==> src/hw/rtl/lkcp_pkg.sv <==
package lkcp_pkg;

  localparam int LANE_COUNT_DEF = 3;

  // field widths
  localparam int POS_W   = 19;
  localparam int LAT_W   = 12;
  localparam int VEL_W   = 13;
  localparam int PTS_W   = 8;
  localparam int SPEED_W = 16;
  localparam int STEP_W  = 12;
  localparam int GAP_W   = 14;
  localparam int TOL_W   = 8;

  // serial datapath widths
  localparam int SQ_W    = 26;  // vx*vx + vy*vy
  localparam int ROOT_W  = 13;  // floor sqrt of that sum
  localparam int REM_W   = 14;  // sqrt partial remainder, at most twice the root
  localparam int PROD_W  = 22;  // points * speed, padded to whole radix-4 digits
  localparam int PROJ_W  = 15;  // projection after the divide
  localparam int DIV_REM_W = 6;
  localparam int CNT_W   = 4;

  localparam int SQ_DIGITS   = (VEL_W + 1) / 2;
  localparam int ROOT_STEPS  = SQ_W / 2;
  localparam int MUL_DIGITS  = PTS_W / 2;
  localparam int DIV_DIGITS  = PROD_W / 2;
  localparam int DIV_CONST   = 50;  // 0.02 s per path point

  localparam logic [STEP_W-1:0]  STEP_RST  = 12'd229;
  localparam logic [SPEED_W-1:0] LIMIT_RST = 16'd50688;
  localparam logic [GAP_W-1:0]   GAP_RST   = 14'd1920;
  localparam logic [TOL_W-1:0]   TOL_RST   = 8'd7;

  typedef enum logic [1:0] {
    ACT_BEGIN  = 2'd0,
    ACT_CAR    = 2'd1,
    ACT_DECIDE = 2'd2
  } action_t;

  typedef enum logic [1:0] {
    MODE_KEEP  = 2'd0,
    MODE_LEFT  = 2'd1,
    MODE_RIGHT = 2'd2
  } mode_t;

  typedef enum logic [1:0] {
    REG_SPEED_STEP  = 2'd0,
    REG_SPEED_LIMIT = 2'd1,
    REG_GAP         = 2'd2,
    REG_CENTRE_TOL  = 2'd3
  } reg_index_t;

  typedef struct packed {
    logic             start;
    logic [POS_W-1:0] other_s;
    logic [VEL_W-1:0] vx;
    logic [VEL_W-1:0] vy;
  } car_req_t;

  typedef struct packed {
    logic busy;
    logic done;
    logic near;
  } car_stat_t;

  // one radix-4 digit times a multiplicand
  function automatic logic [SQ_W-1:0] mul_digit(input logic [SQ_W-1:0] a,
                                                input logic [1:0] d);
    logic [SQ_W-1:0] r;
    r = '0;
    if (d[0]) r = r + a;
    if (d[1]) r = r + {a[SQ_W-2:0], 1'b0};
    return r;
  endfunction

endpackage

==> src/hw/rtl/lkcp_isqrt.sv <==
module lkcp_isqrt
  import lkcp_pkg::*;
(
  input  logic              clk,
  input  logic              rst,
  input  logic              start,
  input  logic [SQ_W-1:0]   x,
  output logic              done,
  output logic [ROOT_W-1:0] root
);

  logic              busy;
  logic [CNT_W-1:0]  cnt;
  logic [SQ_W-1:0]   xs;
  logic [REM_W-1:0]  rem;
  logic [REM_W+1:0]  shifted;
  logic [REM_W+1:0]  trial;

  // bring down two radicand bits, try root*4+1
  assign shifted = {rem, xs[SQ_W-1 -: 2]};
  assign trial   = {1'b0, root, 2'b01};

  always_ff @(posedge clk) begin
    if (rst) begin
      busy <= 1'b0;
      done <= 1'b0;
      cnt  <= '0;
    end else begin
      done <= 1'b0;
      if (start) begin
        busy <= 1'b1;
        cnt  <= '0;
        xs   <= x;
        rem  <= '0;
        root <= '0;
      end else if (busy) begin
        xs <= {xs[SQ_W-3:0], 2'b00};
        if (shifted >= trial) begin
          rem  <= REM_W'(shifted - trial);
          root <= {root[ROOT_W-2:0], 1'b1};
        end else begin
          rem  <= REM_W'(shifted);
          root <= {root[ROOT_W-2:0], 1'b0};
        end
        cnt <= cnt + 1'b1;
        if (cnt == CNT_W'(ROOT_STEPS - 1)) begin
          busy <= 1'b0;
          done <= 1'b1;
        end
      end
    end
  end

endmodule

==> src/hw/rtl/lkcp_car_eval.sv <==
module lkcp_car_eval
  import lkcp_pkg::*;
(
  input  logic             clk,
  input  logic             rst,
  input  car_req_t         req,
  input  logic [PTS_W-1:0] points,
  input  logic [POS_W-1:0] ref_s,
  input  logic [GAP_W-1:0] gap,
  output car_stat_t        stat
);

  typedef enum logic [5:0] {
    ST_IDLE   = 6'b000001,
    ST_SQUARE = 6'b000010,
    ST_ROOT   = 6'b000100,
    ST_MUL    = 6'b001000,
    ST_DIV    = 6'b010000,
    ST_CMP    = 6'b100000
  } state_t;

  state_t              state;
  logic [CNT_W-1:0]    cnt;
  logic [POS_W-1:0]    s_hold;
  logic [VEL_W-1:0]    mx, my;
  logic [SQ_W-1:0]     ax, ay, acc;
  logic                sq_start;
  logic                root_done;
  logic [ROOT_W-1:0]   root;
  logic [PROD_W-1:0]   mc, prod, prod_add, dv, q;
  logic [PTS_W-1:0]    mp;
  logic [DIV_REM_W-1:0] rem;
  logic [DIV_REM_W+1:0] r4, sub;
  logic [1:0]          qd;
  logic [VEL_W-1:0]    vx_mag, vy_mag;
  logic [POS_W:0]      p_pos, p_diff;
  logic                near;

  assign vx_mag = req.vx[VEL_W-1] ? VEL_W'(-req.vx) : req.vx;
  assign vy_mag = req.vy[VEL_W-1] ? VEL_W'(-req.vy) : req.vy;

  assign prod_add = prod + PROD_W'(mul_digit(SQ_W'(mc), mp[1:0]));

  // radix-4 divide by the path point rate
  assign r4 = {rem, dv[PROD_W-1 -: 2]};
  always_comb begin
    if (r4 >= (DIV_REM_W+2)'(3 * DIV_CONST)) begin
      qd = 2'd3; sub = (DIV_REM_W+2)'(3 * DIV_CONST);
    end else if (r4 >= (DIV_REM_W+2)'(2 * DIV_CONST)) begin
      qd = 2'd2; sub = (DIV_REM_W+2)'(2 * DIV_CONST);
    end else if (r4 >= (DIV_REM_W+2)'(DIV_CONST)) begin
      qd = 2'd1; sub = (DIV_REM_W+2)'(DIV_CONST);
    end else begin
      qd = 2'd0; sub = '0;
    end
  end

  assign p_pos  = {1'b0, s_hold} + (POS_W+1)'(q[PROJ_W-1:0]);
  assign p_diff = p_pos - {1'b0, ref_s};
  assign near   = (p_pos > {1'b0, ref_s}) && (p_diff < (POS_W+1)'(gap));

  assign stat.busy = (state != ST_IDLE);
  assign stat.done = (state == ST_CMP);
  assign stat.near = near;

  lkcp_isqrt u_isqrt (
    .clk   (clk),
    .rst   (rst),
    .start (sq_start),
    .x     (acc),
    .done  (root_done),
    .root  (root)
  );

  always_ff @(posedge clk) begin
    if (rst) begin
      state    <= ST_IDLE;
      cnt      <= '0;
      sq_start <= 1'b0;
    end else begin
      sq_start <= 1'b0;
      case (state)
        ST_IDLE: begin
          if (req.start) begin
            s_hold <= req.other_s;
            mx     <= vx_mag;
            my     <= vy_mag;
            ax     <= SQ_W'(vx_mag);
            ay     <= SQ_W'(vy_mag);
            acc    <= '0;
            cnt    <= '0;
            state  <= ST_SQUARE;
          end
        end
        ST_SQUARE: begin
          acc <= acc + mul_digit(ax, mx[1:0]) + mul_digit(ay, my[1:0]);
          mx  <= mx >> 2;
          my  <= my >> 2;
          ax  <= {ax[SQ_W-3:0], 2'b00};
          ay  <= {ay[SQ_W-3:0], 2'b00};
          cnt <= cnt + 1'b1;
          if (cnt == CNT_W'(SQ_DIGITS - 1)) begin
            sq_start <= 1'b1;
            state    <= ST_ROOT;
          end
        end
        ST_ROOT: begin
          if (root_done) begin
            mc    <= PROD_W'(root);
            mp    <= points;
            prod  <= '0;
            cnt   <= '0;
            state <= ST_MUL;
          end
        end
        ST_MUL: begin
          prod <= prod_add;
          mp   <= mp >> 2;
          mc   <= {mc[PROD_W-3:0], 2'b00};
          cnt  <= cnt + 1'b1;
          if (cnt == CNT_W'(MUL_DIGITS - 1)) begin
            dv    <= prod_add;
            rem   <= '0;
            q     <= '0;
            cnt   <= '0;
            state <= ST_DIV;
          end
        end
        ST_DIV: begin
          rem <= DIV_REM_W'(r4 - sub);
          q   <= {q[PROD_W-3:0], qd};
          dv  <= {dv[PROD_W-3:0], 2'b00};
          cnt <= cnt + 1'b1;
          if (cnt == CNT_W'(DIV_DIGITS - 1)) begin
            state <= ST_CMP;
          end
        end
        ST_CMP: begin
          state <= ST_IDLE;
        end
        default: begin
          state <= ST_IDLE;
        end
      endcase
    end
  end

endmodule

==> src/hw/rtl/lane_keep_change_planner_unit.sv <==
// channel   | direction | handshake                   | payload
// s_axis    | in        | s_axis_tvalid/s_axis_tready | tdata: ego and sensed car, tuser: action
// m_axis    | out       | m_axis_tvalid/m_axis_tready | tdata: mode, lane, speed, car ahead
// cfg       | in        | cfg_valid/cfg_ready         | cfg_index, cfg_data
//
// begin, decide and out-of-lane car items leave the car evaluator idle
// a car in the ego lane holds s_axis_tready low while it is evaluated: 7 radix-4 square digits,
// 13 sqrt bit steps, the sqrt start/done handoff, 4 multiply digits, 11 radix-4
// divide digits and compare, so the next transaction is taken once the compare is over
// rst is synchronous: config registers return to defaults, lane to the middle one
// the result sits in an output register; any s_axis input waits while it is held; cfg_ready is high
module lane_keep_change_planner_unit
  import lkcp_pkg::*;
#(
  parameter int LANE_COUNT = LANE_COUNT_DEF
) (
  input  logic         clk,
  input  logic         rst,
  input  logic         s_axis_tvalid,
  output logic         s_axis_tready,
  // path_points[7:0], ego_s[26:8], ego_d[38:27], path_end_s[57:39], other_s[76:58],
  // other_d[88:77], other_vx[101:89], other_vy[114:102], zero[119:115]
  input  logic [119:0] s_axis_tdata,
  // action[1:0]
  input  logic [1:0]   s_axis_tuser,
  output logic         m_axis_tvalid,
  input  logic         m_axis_tready,
  // mode[1:0], target_lane[3:2], ref_speed[19:4], car_ahead[20], zero[23:21]
  output logic [23:0]  m_axis_tdata,
  input  logic         cfg_valid,
  output logic         cfg_ready,
  input  logic [1:0]   cfg_index,
  input  logic [15:0]  cfg_data
);

  logic [STEP_W-1:0]  speed_step;
  logic [SPEED_W-1:0] speed_limit;
  logic [GAP_W-1:0]   gap_distance;
  logic [TOL_W-1:0]   centre_tolerance;

  mode_t              mode_reg, mode_next;
  logic [1:0]         lane_reg, lane_next;
  logic [SPEED_W-1:0] speed_reg, speed_next;
  logic               near_flag;
  logic [PTS_W-1:0]   frame_points;
  logic [POS_W-1:0]   frame_ref_s;
  logic [LAT_W-1:0]   frame_ego_d;

  logic [PTS_W-1:0]   in_points;
  logic [POS_W-1:0]   in_ego_s, in_end_s, in_other_s;
  logic [LAT_W-1:0]   in_ego_d, in_other_d;
  logic [VEL_W-1:0]   in_vx, in_vy;
  action_t            action;

  logic               s_accept, cfg_accept;
  logic signed [LAT_W:0] centre, other_d_ext, diff;
  logic [LAT_W-1:0]   mag;
  logic               in_lane;
  logic [SPEED_W:0]   speed_sum;
  car_req_t           car_req;
  car_stat_t          car_stat;

  assign in_points  = s_axis_tdata[7:0];
  assign in_ego_s   = s_axis_tdata[26:8];
  assign in_ego_d   = s_axis_tdata[38:27];
  assign in_end_s   = s_axis_tdata[57:39];
  assign in_other_s = s_axis_tdata[76:58];
  assign in_other_d = s_axis_tdata[88:77];
  assign in_vx      = s_axis_tdata[101:89];
  assign in_vy      = s_axis_tdata[114:102];
  assign action     = action_t'(s_axis_tuser);

  assign s_axis_tready = !car_stat.busy && (!m_axis_tvalid || m_axis_tready);
  assign s_accept      = s_axis_tvalid && s_axis_tready;
  assign cfg_ready     = 1'b1;
  assign cfg_accept    = cfg_valid && cfg_ready;

  // lane centre is 2 m + 4 m per lane
  assign centre      = $signed({3'b000, lane_reg, 8'h80});
  assign other_d_ext = $signed({in_other_d[LAT_W-1], in_other_d});
  assign in_lane     = (other_d_ext < centre + 13'sd128) && (other_d_ext > centre - 13'sd128);

  assign car_req.start   = s_accept && (action == ACT_CAR) && in_lane;
  assign car_req.other_s = in_other_s;
  assign car_req.vx      = in_vx;
  assign car_req.vy      = in_vy;

  lkcp_car_eval u_car_eval (
    .clk    (clk),
    .rst    (rst),
    .req    (car_req),
    .points (frame_points),
    .ref_s  (frame_ref_s),
    .gap    (gap_distance),
    .stat   (car_stat)
  );

  assign diff      = $signed({frame_ego_d[LAT_W-1], frame_ego_d}) - centre;
  assign mag       = diff[LAT_W] ? LAT_W'(-diff) : LAT_W'(diff);
  assign speed_sum = {1'b0, speed_reg} + (SPEED_W+1)'(speed_step);

  always_comb begin
    mode_next  = mode_reg;
    lane_next  = lane_reg;
    speed_next = speed_reg;
    case (mode_reg)
      MODE_KEEP: begin
        if (near_flag) begin
          if (lane_reg != 2'd0) begin
            lane_next = 2'd0;
            mode_next = MODE_LEFT;
          end
          speed_next = (speed_reg > SPEED_W'(speed_step)) ?
                       SPEED_W'(speed_reg - SPEED_W'(speed_step)) : '0;
        end else if (speed_reg < speed_limit) begin
          speed_next = speed_sum[SPEED_W] ? '1 : speed_sum[SPEED_W-1:0];
        end
      end
      MODE_LEFT, MODE_RIGHT: begin
        if (mag < LAT_W'(centre_tolerance)) mode_next = MODE_KEEP;
      end
      default: begin
        mode_next = mode_reg;
      end
    endcase
  end

  always_ff @(posedge clk) begin
    if (rst) begin
      speed_step       <= STEP_RST;
      speed_limit      <= LIMIT_RST;
      gap_distance     <= GAP_RST;
      centre_tolerance <= TOL_RST;
    end else if (cfg_accept) begin
      case (reg_index_t'(cfg_index))
        REG_SPEED_STEP:  speed_step       <= cfg_data[STEP_W-1:0];
        REG_SPEED_LIMIT: speed_limit      <= cfg_data[SPEED_W-1:0];
        REG_GAP:         gap_distance     <= cfg_data[GAP_W-1:0];
        REG_CENTRE_TOL:  centre_tolerance <= cfg_data[TOL_W-1:0];
        default: ;
      endcase
    end
  end

  always_ff @(posedge clk) begin
    if (rst) begin
      mode_reg      <= MODE_KEEP;
      lane_reg      <= 2'(LANE_COUNT / 2);
      speed_reg     <= '0;
      near_flag     <= 1'b0;
      frame_points  <= '0;
      frame_ref_s   <= '0;
      frame_ego_d   <= '0;
      m_axis_tvalid <= 1'b0;
    end else begin
      if (s_accept && (action == ACT_DECIDE)) begin
        m_axis_tvalid <= 1'b1;
      end else if (m_axis_tready) begin
        m_axis_tvalid <= 1'b0;
      end
      if (car_stat.done && car_stat.near) near_flag <= 1'b1;
      if (s_accept) begin
        case (action)
          ACT_BEGIN: begin
            frame_points <= in_points;
            frame_ego_d  <= in_ego_d;
            frame_ref_s  <= (in_points != '0) ? in_end_s : in_ego_s;
            near_flag    <= 1'b0;
          end
          ACT_DECIDE: begin
            mode_reg  <= mode_next;
            lane_reg  <= lane_next;
            speed_reg <= speed_next;
          end
          default: ;
        endcase
      end
    end
  end

  always_ff @(posedge clk) begin
    if (s_accept && (action == ACT_DECIDE)) begin
      m_axis_tdata <= {3'b000, near_flag, speed_next, lane_next, mode_next};
    end
  end

endmodule

==> config.mk <==
export PLATFORM = sky130hd
export DESIGN_NAME = lane_keep_change_planner_unit
export DESIGN_NICKNAME = d
export VERILOG_FILES = /design/src/hw/rtl/lkcp_pkg.sv /design/src/hw/rtl/lkcp_isqrt.sv /design/src/hw/rtl/lkcp_car_eval.sv /design/src/hw/rtl/lane_keep_change_planner_unit.sv
export SDC_FILE = /design/constraint.sdc
export NUM_CORES = 1
export LEC_CHECK = 0
export BUFFER_PORTS_ARGS = -buffer_cell sky130_fd_sc_hd__buf_4
export CORE_MARGIN = 8
export CORE_UTILIZATION = 57
export DETAILED_ROUTE_END_ITERATION = 8
export PLACE_DENSITY_LB_ADDON = 0.05
export SLEW_MARGIN = 30
export SYNTH_ARGS = -nofsm -noshare
export SYNTH_HDL_FRONTEND = slang
export SYNTH_SLANG_ARGS = --single-unit
==> constraint.sdc <==
create_clock -name clk -period 18.5 [get_ports clk]
set_input_delay 5.55 -clock clk [delete_from_list [all_inputs] [get_ports clk]]
set_output_delay 5.55 -clock clk [all_outputs]
set_load 0.01 [all_outputs]
==> qor.yml <==
min_path_cells: 2
start_kind: "primary input"
hold_violations: 0
cp_top_family: "simple AND/OR/NAND/NOR gates"
fin_crit_ps: 11900
synth_warnings: 0
dieArea_sq_um: 57750
clk_path_buf_depth: 3
drt_first_pass_iters: 5
endpoint_kind: "primary output"
hold_path_class: "register to register"
drc: 0
grt_pass1_vias: 22450
via_per_inst: 5.761
slowest_delay_ps: 300
fin_crit_sh_pct: 64.31
synthArstFlopShare_pct: 0
grt_usage_pct: 23.64
total_power_w: 0.002788
startpoint: "m_axis_tready"
postPlaceCellArea_sq_um: 30520
rrSetupSlack_ps: 11550
antenna_found_initial: 3
gp_congestion: 0.9153
initial_utilization_pct: 57.40
syn_area_sq_um: 28680
setup_slack_ps: 6602
htree_levels: 2
post_cts_buffers: 0
crit_buf_inv: 2
io_pins: 172
powerDensity_nw_per_um2: 86.69
hold_start: "speed_limit[2]"
synthTopCellsByArea: "edfxtp_1 31%, ha_1 11%, dfxtp_1 8.9%"
synth_seq_cells: 420
drt_iter0_drc: 1365
route.vias.total: 22380
slowest_stage: "and3_1"
dp_hpwl_microns: 51640
required_ps: 12950
clock_sinks: 420
die-height_microns: 240.3
power.static_leakage_nw: 13.26
hold_buffers: 0
final_common_cell: "nand2_1"
status: "finished clean"
crit_top_cell: "buf_4"
syn_inst: 3050
cts_root_buf: "clkbuf_16"
worst_slew_pin_slew_ps: 969.5
cap_viol_max_count: 0
synth_top_area_cell: "edfxtp_1"
hold_path_end: "speed_limit[2]"
coreArea_sq_um: 49970
rsz0062_at_grt: "no"
grt_max_degree: 80
critPathMaxFanout: 3
dp_slack_ps: 6570
io_buffers: 162
synthDistinctLibCells: 87
die_x_microns: 240.3
grt-ovfl-total: 0
wirelength_microns: 69280
r2r-end: "u_car_eval.acc[24]"
grt_first_pass_wirelength_microns: 111900
syn_area_per_cell_sq_um: 9.403
synth-main-ff-cell: "edfxtp_1"
relSlewSlack_pct: 35.37
tns_ps: 0
final_antenna_net_count: 0
num_rows: 82
yosysTopAreaCellShare_pct: 30.57
clk_pin_slew_ps: 60
timing.rr.start: "u_car_eval.mx[0]"
detail_route.wl_per_cell_microns: 17.83
critPathKind: "primary input to primary output"
final-max-slew-violation-count: 0
clock_skew_ps: 24.18
cts_resized: 0
mostFrequentLayoutCells: "307 x nand2_1, 292 x edfxtp_1, 286 x nor2_1"
clk_latency_ps: 590
area_growth_pct: 12.12
synth_edf_count: 292
stdcell_area_sq_um: 32160
peakVddDrop_v: 0.00008612
arrival_ps: 6350
drive_gt1_share_pct: 11.65
setup_viol: 0
nets: 3593
fmaxAchievable_mhz: 84.05
cts_tree: "yes"
reg2regPathDepth: 25
cp_cell_sequence: "buf_4 > nand2b_1 > and3_1 > buf_4"
seq_area_frac_synth_pct: 39.51
cts_made_buffers: 48
==> worst reg2reg max path: stages, from the launching register on <==
cell and delay, ps:
edfxtp_1 830, and2_1 300, ha_1 250, a21o_1 160, a21oi_1 250, nor2b_1 70
o21ai_0 360, a31oi_1 270, a21o_1 260, a21o_1 180, a211o_1 290, nand4_1 80
o21ai_0 160, fa_1 470, ha_1 340, and3_1 200, a221o_1 380, a21oi_1 200
nand2_1 80, a211oi_1 450, o31ai_1 230, a211oi_1 340, o21bai_1 120, a21oi_1 180
xor2_1 160, nor2_1 50
==> layer usage <==
layer | GRT usage, % | wire length, microns | part of all wire, %
met4 | 7.904 | 1907 | 2.8
met2 | 42.47 | 35070 | 51
met1 | 29.23 | 29650 | 43
met3 | 2.762 | 2653 | 3.8
met5 | 0 | 0 | 0
==> worst max path at each step <==
stage | to | depth (start not counted)
global route | s_axis_tready | 4
floorplan | u_car_eval.acc[0] | 9
global placement | s_axis_tready | 4
CTS | s_axis_tready | 4
finish | s_axis_tready | 4
detailed placement | s_axis_tready | 4
==> metrics by stage <==
step	cells	hold slack (ps)	util (%)
2_1_floorplan	3052	431.7	-
3_3_place_gp	3787	442.4	60.96
3_5_place_dp	3790	448.9	61.08
4_1_cts	3880	457.4	64.29
5_1_grt	3883	471.7	64.35
6_report	3885	452.8	64.36
==> Yosys cell counts (all sizes together), types with 32 or more instances <==
cell    count
o21bai     32
o21a       63
o21ai     130
edfxtp    292
nand3      40
nor2      289
clkbuf    101
xor2       60
and2      132
dfxtp     128
mux2       83
nand2     308
mux2i      36
fa         36
inv       182
a211oi     60
ha        243
a21oi     253
xnor2     102
a21o       86
nor3       52
==> report_power, final <==
group	internal [W]	switching [W]	leakage [nW]
Combinational	0.000328	0.000403	8.77
Clock	0.000583	0.000392	0.788
Sequential	0.00105	0.0000347	3.71
==> logic make-up (layout without fill, tap and decap cells) <==
logic type / Yosys count / count (layout) / share of synthesized area (%)
AND/OR/NAND/NOR: 995 / 995 / 16.39
AO/OA/AOI/OAI: 772 / 772 / 17.37
flip-flops: 420 / 420 / 39.51
buffers and inverters: 300 / 457 / 4.053
adder cells (fa/ha/maj): 279 / 279 / 13.11
XOR/XNOR: 163 / 163 / 5.026
multiplexers: 119 / 119 / 4.515
other: 2 / 8 / 0.02619
==> final cells by class <==
class	instances	area, sq um
Clock buffer	69	1363
Clock inverter	21	245.2
Antenna cell	4	10.01
Multi-Input combinational cell	2332	16250
Timing Repair Buffer	185	1429
Sequential cell	420	11330
Inverter	182	683.2
Fill cell	4140	17810
Tap cell	672	840.8
No activity file was read; power rests on OpenSTA's default activity.
